[src/sv/thec_pkg.sv]
// Types, codes and character helpers for the tilde hex escape codec.
// No dependencies; used by the top level and the testbench.
package thec_pkg;

	localparam int unsigned CFG_ADDR_W = 3;

	typedef enum logic [1:0] {
		MODE_ENCODE = 2'd0,
		MODE_DECODE = 2'd1,
		MODE_CLEAN  = 2'd2
	} mode_t;

	typedef enum logic [1:0] {
		PH_IDLE  = 2'd0,
		PH_TILDE = 2'd1,
		PH_HIGH  = 2'd2
	} phase_t;

	localparam logic [0:0] REG_MODE = 1'b0;

	localparam logic [7:0] TILDE       = 8'h7E;
	localparam logic [7:0] SPACE       = 8'h20;
	localparam logic [7:0] ENC_LAST    = 8'h7D;
	localparam logic [7:0] CLEAN_LAST  = 8'h7E;
	localparam logic [7:0] DIGIT_ZERO  = 8'h30;
	localparam logic [7:0] DIGIT_NINE  = 8'h39;
	localparam logic [7:0] UPPER_A     = 8'h41;
	localparam logic [7:0] UPPER_F     = 8'h46;
	localparam logic [7:0] LOWER_A     = 8'h61;
	localparam logic [7:0] LOWER_F     = 8'h66;
	localparam logic [3:0] TEN         = 4'd10;

	typedef struct packed {
		logic [7:0] out_byte;
		logic       has_byte;
		logic       last_of_run;
		logic       message_done;
		logic       error;
	} res_t;

	function automatic logic [7:0] hex_char(input logic [3:0] v);
		logic [3:0] d;
		d = v - TEN;
		if (v < TEN) begin
			hex_char = DIGIT_ZERO + {4'd0, v};
		end else begin
			hex_char = UPPER_A + {4'd0, d};
		end
	endfunction

	// bit 4 set: not a hex digit
	function automatic logic [4:0] hex_value(input logic [7:0] c);
		logic [7:0] d;
		d = 8'd0;
		hex_value = 5'h10;
		if (c >= DIGIT_ZERO && c <= DIGIT_NINE) begin
			d = c - DIGIT_ZERO;
			hex_value = {1'b0, d[3:0]};
		end else if (c >= UPPER_A && c <= UPPER_F) begin
			d = c - UPPER_A + {4'd0, TEN};
			hex_value = {1'b0, d[3:0]};
		end else if (c >= LOWER_A && c <= LOWER_F) begin
			d = c - LOWER_A + {4'd0, TEN};
			hex_value = {1'b0, d[3:0]};
		end
	endfunction

endpackage

[src/sv/thec_if.sv]
// Valid/ready stream interfaces for the codec's input and result channels.
// No dependencies.
interface thec_in_if;
	logic       valid;
	logic       ready;
	logic [7:0] in_byte;
	logic       end_of_message;

	modport source(output valid, output in_byte, output end_of_message, input ready);
	modport sink(input valid, input in_byte, input end_of_message, output ready);
endinterface

interface thec_out_if;
	logic       valid;
	logic       ready;
	logic [7:0] out_byte;
	logic       has_byte;
	logic       last_of_run;
	logic       message_done;
	logic       error;

	modport source(output valid, output out_byte, output has_byte, output last_of_run,
		output message_done, output error, input ready);
	modport sink(input valid, input out_byte, input has_byte, input last_of_run,
		input message_done, input error, output ready);
endinterface

[src/sv/tilde_hex_escape_codec.sv]
// Top level of the tilde hex escape codec: mode register, input stage, result register.
// Depends on thec_pkg and the interfaces in thec_if.sv.
//
// Usage:
//  in_ch takes one byte per request with end_of_message marking a message's final byte.
//  out_ch returns result requests: a byte (has_byte) or a status-only item, with
//  last_of_run on the final result of an input byte and message_done on a message end.
//  mode is written over APB at address 0 (0 encode, 1 decode, 2 and 3 clean); the user
//  must write it only while the block is idle, which the block itself does not enforce.
// Timing:
//  A result is computed from the byte in the input stage and registered in the result
//  register. Pass-through bytes flow at one per cycle while out_ch is ready; an encoded
//  escape holds the input stage until its three results are emitted, since the result
//  register takes one result a cycle. Dropped bytes retire with no result.
// Reset:
//  arst_n clears mode to encode, the escape state and both valid flags.
// Stall:
//  when out_ch is not ready a full result register holds, the input stage holds a byte that
//  still has results to give and in_ch.ready drops until the result register frees.
module tilde_hex_escape_codec (
	input  logic                            clk,
	input  logic                            arst_n,
	input  logic                            psel,
	input  logic                            penable,
	input  logic                            pwrite,
	input  logic [thec_pkg::CFG_ADDR_W-1:0] paddr,
	input  logic [31:0]                     pwdata,
	output logic [31:0]                     prdata,
	output logic                            pready,
	thec_in_if.sink                         in_ch,
	thec_out_if.source                      out_ch
);
	import thec_pkg::*;

	logic [1:0] mode_q;
	phase_t     phase_q, phase_d;
	logic [3:0] hi_q, hi_d;
	logic       err_q, err_d;

	logic       vld_s1;
	logic [7:0] byte_s1;
	logic       eom_s1;
	logic [1:0] idx_q;

	res_t       out_s2;
	logic       vld_s2;

	res_t       res;
	logic [1:0] n_res;
	logic [4:0] dig;
	logic       out_free, emit, retire, in_acc, cfg_wr;

	// APB
	assign pready = 1'b1;
	assign cfg_wr = psel && penable && pwrite && (paddr[CFG_ADDR_W-1] == REG_MODE);
	assign prdata = (paddr[CFG_ADDR_W-1] == REG_MODE) ? {30'd0, mode_q} : 32'd0;

	always_ff @(posedge clk or negedge arst_n) begin
		if (!arst_n) begin
			mode_q <= MODE_ENCODE;
		end else if (cfg_wr) begin
			mode_q <= pwdata[1:0];
		end
	end

	// result selection for the byte in the input stage
	always_comb begin
		n_res   = 2'd0;
		res     = '0;
		phase_d = phase_q;
		hi_d    = hi_q;
		err_d   = err_q;
		dig     = hex_value(byte_s1);
		case (mode_q)
			MODE_ENCODE: begin
				if (byte_s1 >= SPACE && byte_s1 <= ENC_LAST) begin
					n_res = 2'd1;
					res   = '{out_byte: byte_s1, has_byte: 1'b1, last_of_run: 1'b1,
						message_done: eom_s1, error: 1'b0};
				end else begin
					n_res            = 2'd3;
					res.has_byte     = 1'b1;
					res.last_of_run  = (idx_q == 2'd2);
					res.message_done = (idx_q == 2'd2) && eom_s1;
					case (idx_q)
						2'd0:    res.out_byte = TILDE;
						2'd1:    res.out_byte = hex_char(byte_s1[7:4]);
						default: res.out_byte = hex_char(byte_s1[3:0]);
					endcase
				end
			end
			MODE_DECODE: begin
				if (err_q) begin
					if (eom_s1) begin
						n_res = 2'd1;
						res   = '{out_byte: 8'd0, has_byte: 1'b0, last_of_run: 1'b1,
							message_done: 1'b1, error: 1'b1};
					end
				end else if (phase_q == PH_IDLE) begin
					if (byte_s1 != TILDE) begin
						n_res = 2'd1;
						res   = '{out_byte: byte_s1, has_byte: 1'b1, last_of_run: 1'b1,
							message_done: eom_s1, error: 1'b0};
					end else if (eom_s1) begin
						n_res = 2'd1;
						res   = '{out_byte: 8'd0, has_byte: 1'b0, last_of_run: 1'b1,
							message_done: 1'b1, error: 1'b1};
					end else begin
						phase_d = PH_TILDE;
					end
				end else if (dig[4]) begin
					err_d   = 1'b1;
					phase_d = PH_IDLE;
					n_res   = 2'd1;
					res     = '{out_byte: 8'd0, has_byte: 1'b0, last_of_run: 1'b1,
						message_done: eom_s1, error: 1'b1};
				end else if (phase_q == PH_TILDE) begin
					if (eom_s1) begin
						n_res = 2'd1;
						res   = '{out_byte: 8'd0, has_byte: 1'b0, last_of_run: 1'b1,
							message_done: 1'b1, error: 1'b1};
					end else begin
						hi_d    = dig[3:0];
						phase_d = PH_HIGH;
					end
				end else begin
					phase_d = PH_IDLE;
					n_res   = 2'd1;
					res     = '{out_byte: {hi_q, dig[3:0]}, has_byte: 1'b1, last_of_run: 1'b1,
						message_done: eom_s1, error: 1'b0};
				end
			end
			default: begin
				if (byte_s1 >= SPACE && byte_s1 <= CLEAN_LAST) begin
					n_res = 2'd1;
					res   = '{out_byte: byte_s1, has_byte: 1'b1, last_of_run: 1'b1,
						message_done: eom_s1, error: 1'b0};
				end else if (eom_s1) begin
					n_res = 2'd1;
					res   = '{out_byte: 8'd0, has_byte: 1'b0, last_of_run: 1'b1,
						message_done: 1'b1, error: 1'b0};
				end
			end
		endcase
		if (eom_s1) begin
			phase_d = PH_IDLE;
			hi_d    = 4'd0;
			err_d   = 1'b0;
		end
	end

	assign out_free    = !vld_s2 || out_ch.ready;
	assign emit        = vld_s1 && (n_res != 2'd0) && out_free;
	assign retire      = vld_s1 && ((n_res == 2'd0) || (out_free && (idx_q == n_res - 2'd1)));
	assign in_ch.ready = !vld_s1 || retire;
	assign in_acc      = in_ch.valid && in_ch.ready;

	// input stage
	always_ff @(posedge clk or negedge arst_n) begin
		if (!arst_n) begin
			vld_s1 <= 1'b0;
			idx_q  <= 2'd0;
		end else begin
			if (in_acc) begin
				vld_s1 <= 1'b1;
			end else if (retire) begin
				vld_s1 <= 1'b0;
			end
			if (retire) begin
				idx_q <= 2'd0;
			end else if (emit) begin
				idx_q <= idx_q + 2'd1;
			end
		end
	end

	always_ff @(posedge clk) begin
		if (in_acc) begin
			byte_s1 <= in_ch.in_byte;
			eom_s1  <= in_ch.end_of_message;
		end
	end

	// escape state, committed when the byte retires
	always_ff @(posedge clk or negedge arst_n) begin
		if (!arst_n) begin
			phase_q <= PH_IDLE;
			hi_q    <= 4'd0;
			err_q   <= 1'b0;
		end else if (retire) begin
			phase_q <= phase_d;
			hi_q    <= hi_d;
			err_q   <= err_d;
		end
	end

	// result register
	always_ff @(posedge clk or negedge arst_n) begin
		if (!arst_n) begin
			vld_s2 <= 1'b0;
		end else if (emit) begin
			vld_s2 <= 1'b1;
		end else if (out_ch.ready) begin
			vld_s2 <= 1'b0;
		end
	end

	always_ff @(posedge clk) begin
		if (emit) begin
			out_s2 <= res;
		end
	end

	assign out_ch.valid        = vld_s2;
	assign out_ch.out_byte     = out_s2.out_byte;
	assign out_ch.has_byte     = out_s2.has_byte;
	assign out_ch.last_of_run  = out_s2.last_of_run;
	assign out_ch.message_done = out_s2.message_done;
	assign out_ch.error        = out_s2.error;

endmodule

[src/flat_wrapper.sv]
// flat-port wrapper written by rule: the top's interface ports become plain ports
module tilde_hex_escape_codec_flat import thec_pkg::*;
  (clk, arst_n, psel, penable, pwrite, paddr, pwdata, prdata, pready, in_ch_valid, in_ch_in_byte, in_ch_end_of_message, in_ch_ready, out_ch_valid, out_ch_out_byte, out_ch_has_byte, out_ch_last_of_run, out_ch_message_done, out_ch_error, out_ch_ready);
  thec_in_if in_ch_i ();
  thec_out_if out_ch_i ();
  input  logic clk;
  input  logic arst_n;
  input  logic psel;
  input  logic penable;
  input  logic pwrite;
  input  logic [thec_pkg::CFG_ADDR_W-1:0] paddr;
  input  logic [31:0] pwdata;
  output logic [31:0] prdata;
  output logic pready;
  input wire logic [$bits(in_ch_i.valid)-1:0] in_ch_valid;
  input wire logic [$bits(in_ch_i.in_byte)-1:0] in_ch_in_byte;
  input wire logic [$bits(in_ch_i.end_of_message)-1:0] in_ch_end_of_message;
  output wire logic [$bits(in_ch_i.ready)-1:0] in_ch_ready;
  output wire logic [$bits(out_ch_i.valid)-1:0] out_ch_valid;
  output wire logic [$bits(out_ch_i.out_byte)-1:0] out_ch_out_byte;
  output wire logic [$bits(out_ch_i.has_byte)-1:0] out_ch_has_byte;
  output wire logic [$bits(out_ch_i.last_of_run)-1:0] out_ch_last_of_run;
  output wire logic [$bits(out_ch_i.message_done)-1:0] out_ch_message_done;
  output wire logic [$bits(out_ch_i.error)-1:0] out_ch_error;
  input wire logic [$bits(out_ch_i.ready)-1:0] out_ch_ready;
  assign in_ch_i.valid = in_ch_valid;
  assign in_ch_i.in_byte = in_ch_in_byte;
  assign in_ch_i.end_of_message = in_ch_end_of_message;
  assign in_ch_ready = in_ch_i.ready;
  assign out_ch_valid = out_ch_i.valid;
  assign out_ch_out_byte = out_ch_i.out_byte;
  assign out_ch_has_byte = out_ch_i.has_byte;
  assign out_ch_last_of_run = out_ch_i.last_of_run;
  assign out_ch_message_done = out_ch_i.message_done;
  assign out_ch_error = out_ch_i.error;
  assign out_ch_i.ready = out_ch_ready;
  tilde_hex_escape_codec u_core (.clk(clk), .arst_n(arst_n), .psel(psel), .penable(penable), .pwrite(pwrite), .paddr(paddr), .pwdata(pwdata), .prdata(prdata), .pready(pready), .in_ch(in_ch_i), .out_ch(out_ch_i));
endmodule
[config.mk]
export PLATFORM = sky130hd
export DESIGN_NAME = tilde_hex_escape_codec_flat
export DESIGN_NICKNAME = d
export VERILOG_FILES = /design/src/sv/thec_pkg.sv /design/src/sv/thec_if.sv /design/src/sv/tilde_hex_escape_codec.sv /design/src/flat_wrapper.sv
export SDC_FILE = /design/constraint.sdc
export NUM_CORES = 1
export LEC_CHECK = 0
export BUFFER_PORTS_ARGS = -buffer_cell sky130_fd_sc_hd__buf_2
export CORE_MARGIN = 1.5
export CORE_UTILIZATION = 46
export DETAILED_ROUTE_END_ITERATION = 7
export PLACE_DENSITY = 0.78
export SYNTH_ARGS = -nofsm -noshare
export SYNTH_HDL_FRONTEND = slang
export SYNTH_SLANG_ARGS = --single-unit
[constraint.sdc]
create_clock -name clk -period 3.9 [get_ports clk]
set_clock_uncertainty 0.1 [all_clocks]
set_input_delay 0.585 -clock clk [delete_from_list [all_inputs] [get_ports clk]]
set_output_delay 0.585 -clock clk [all_outputs]
set_load 0.005 [all_outputs]
==> metrics.cfg <==
[floorplanning]
die_h_um=79.7
initial_core_util_pct=48.5
coreArea_um2=5570
fp.dieArea_um2=6340
ios=98
fp.dieW_um=79.7
row_count=27

[layout]
fillers=463
nNetsFinal=428
final_util_pct=60.6
stdcell_area_um2=3380
diodes=0
layout-drive-gt1-share_pct=31.3
area_growth_pct=25.0

[pwr]
p_leak_uw=0.00145
ir_drop_mv=0.420
power_density_nw_per_um2=715

[clocking]
cts_sinks=34
root_buffer=clkbuf_8
postCtsHoldBufs=0
cts_buffer_depth=2
cts_buffers=5
ctsHtreeMaxLevel=2
cts_tree=built
clk_pin_slew_ns=0.07
clk_latency_ns=0.29

[min_path]
min_path_type=in2async

[route]
wl_um=6420
routed_via_density=5.57
avgRoutedWirePerCell_um=14.9
num_vias=2397
drcViolationCount=0
drt-initial-drc-count=257
first_pass_iters=5
ant_nets=0

[setup_path]
endpoint=in_ch_ready
path_max_fanout=4
r2r_start=u_core.byte_s1[0]$_DFFE_PP_
r2r_end=u_core.hi_q[1]$_DFFE_PN0P_
arrival_ns=3.28
required_ns=3.21
r2r_slack_ns=0.13
critPathCaptureType=primary output
cp-start-kind=flip-flop
crit_type=reg2out
reg2reg_depth=16
startpoint=u_core.byte_s1[0]$_DFFE_PP_

[synthesis]
synth_area_um2=2700
synth.top_cell.area_share_pct=23.3
post-synth-top-count-cell=buf_4
avgSynthCellArea_um2=9.45
synth-edff-count=21
synth_common_cells=buf_4, nor2_1, edfxtp_1
synthTopCellsByArea=edfxtp_1, dfrtp_1, ha_1
synthArstFlopShare_pct=38.2
synth_cells=286
ys_seq_area_share_pct=35.4
synth_cell_types=60
yosys.area.top_type=edfxtp_1
ys_ff_latch=34
ys_warn_count=0
synth_top_flop_cell=edfxtp_1

[sta]
hold_viol=0
period_share_pct=102
drv_slew=0
setup_viol=1
maxSlewHeadroom_pct=50.8
max_freq_mhz=252
fin_crit_ns=3.96
worst_slack_ns=-0.0607
worst_slew_pin_slew_ns=0.732
holdWs_ns=0.0672
rsz0062_at_grt=true

[placed_design]
hpwl_um=4490
io_buffer_count=34
gp_congestion=0.899
place_area_um2=3010

[run]
drv_cap=0

[run_status]
status=finished, violations left
violations=setup timing

[global_routing]
grtUsageMet1_pct=25.8
grt.busiest_layer=met2
grtUsageTotal_pct=20.2
overflow=0
antenna_found_initial=0
grt_pass1_vias=2087
grtUsageMet3_pct=3.20
grtUsageMet2_pct=33.7
grt_pass1_wl_um=9870
grt_max_degree=15

how the worst min path moves through the flow:
| stage | from | cells after the start | endpoint |
|---|---|---|---|
| floorplan | arst_n | 0 | u_core.err_q$_DFFE_PN0P_ |
| global placement | arst_n | 1 | u_core.mode_q[1]$_DFFE_PN0P_ |
| detailed placement | arst_n | 1 | u_core.mode_q[0]$_DFFE_PN0P_ |
| CTS | arst_n | 1 | u_core.hi_q[0]$_DFFE_PN0P_ |
| global route | arst_n | 1 | u_core.mode_q[0]$_DFFE_PN0P_ |
| finish | arst_n | 1 | u_core.idx_q[0]$_DFFE_PN0P_ |
area by class of cell:
type | instances | area [um^2] | area share, %
multi-input cells | 227 | 1690 | 50.1
flip-flops and latches | 34 | 956 | 28.3
repair buffers | 76 | 505 | 15.0
well taps | 72 | 90.1 | 2.67
clock buffers | 6 | 72.6 | 2.15
inverters | 13 | 48.8 | 1.44
clock inverters | 2 | 13.8 | 0.408
state kept, by name, indices dropped and copies added, names as in the netlist:
register                    cells
u_core.idx_q                    2
u_core.out_ch.message_done      1
u_core.phase_q                  2
u_core.out_ch.error             1
u_core.out_ch.valid             1
u_core.mode_q                   2
u_core.hi_q                     4
u_core.out_ch.last_of_run       1
u_core.out_ch.has_byte          1
u_core.vld_s1                   1
u_core.byte_s1                  8
u_core.eom_s1                   1
u_core.out_ch.out_byte          8
u_core.err_q                    1
layer usage:
metal  wire, um  vias up  part of all wire [%]
met5          0        -                     0
met4        224        0                   3.5
met3        458       25                   7.1
met2       3120      122                    48
met1       2630     1119                    41
li1           -     1131                     -
power breakdown:
group / switching (uW) / internal, uW
logic: 797 / 685
registers: 112 / 562
clock network: 133 / 126
cell families (layout without fill, tap and decap cells):
group | Yosys count | after routing | synth area share, %
AO/OA/AOI/OAI | 80 | 80 | 21.6
AND/OR/NAND/NOR | 79 | 79 | 15.2
buffers and inverters | 54 | 97 | 12.4
flip-flops | 34 | 34 | 35.4
adder cells (fa/ha/maj) | 20 | 20 | 9.26
XOR/XNOR | 11 | 11 | 3.56
multiplexers | 6 | 6 | 2.31
other | 2 | 31 | 0.278
worst max-delay path, cell delays in order (launching register included):
cell and delay (ns):
edfxtp_1 0.46, buf_6 0.16, ha_4 0.18, nor4b_4 0.27
o21ai_2 0.11, a221oi_4 0.35, a2111o_1 0.23, nand2_2 0.07
ha_4 0.29, xor2_4 0.17, nand3_2 0.12, a211oi_4 0.31
nor4_4 0.10, inv_1 0.06, buf_2 0.10
cell usage in the layout, fill, tap and decap left out, drive strengths merged, types with 7 or more instances in the layout:
cell type | synthesis | routed
edfxtp | 21 | 21
nor2 | 24 | 24
conb | 2 | 31
inv | 13 | 13
nand2 | 13 | 13
o21ai | 15 | 15
buf | 35 | 76
dfrtp | 13 | 13
nor3 | 7 | 7
a21oi | 17 | 17
ha | 20 | 20
timing repair:
action | 4_1_cts | 5_1_grt
pin swaps | 10 | 11
setup endpoints to repair | 14 | 5
setup buffers | 6 | 9
resized for setup | 14 | 17
through the flow:
| step | total power (uW) | instances | setup slack [ns] | setup TNS [ns] |
|---|---|---|---|---|
| after floorplan | 1510 | 315 | 0.0168 | 0 |
| after global placement | 1880 | 407 | 0.109 | 0 |
| after detailed placement | 1910 | 407 | -0.00610 | -0.0579 |
| after CTS | 2270 | 421 | -0.0345 | -0.0345 |
| after global routing | 2600 | 430 | -0.179 | -0.190 |
| final | 2410 | 430 | -0.0607 | -0.0607 |
No activity file was read; power rests on OpenSTA's default activity.
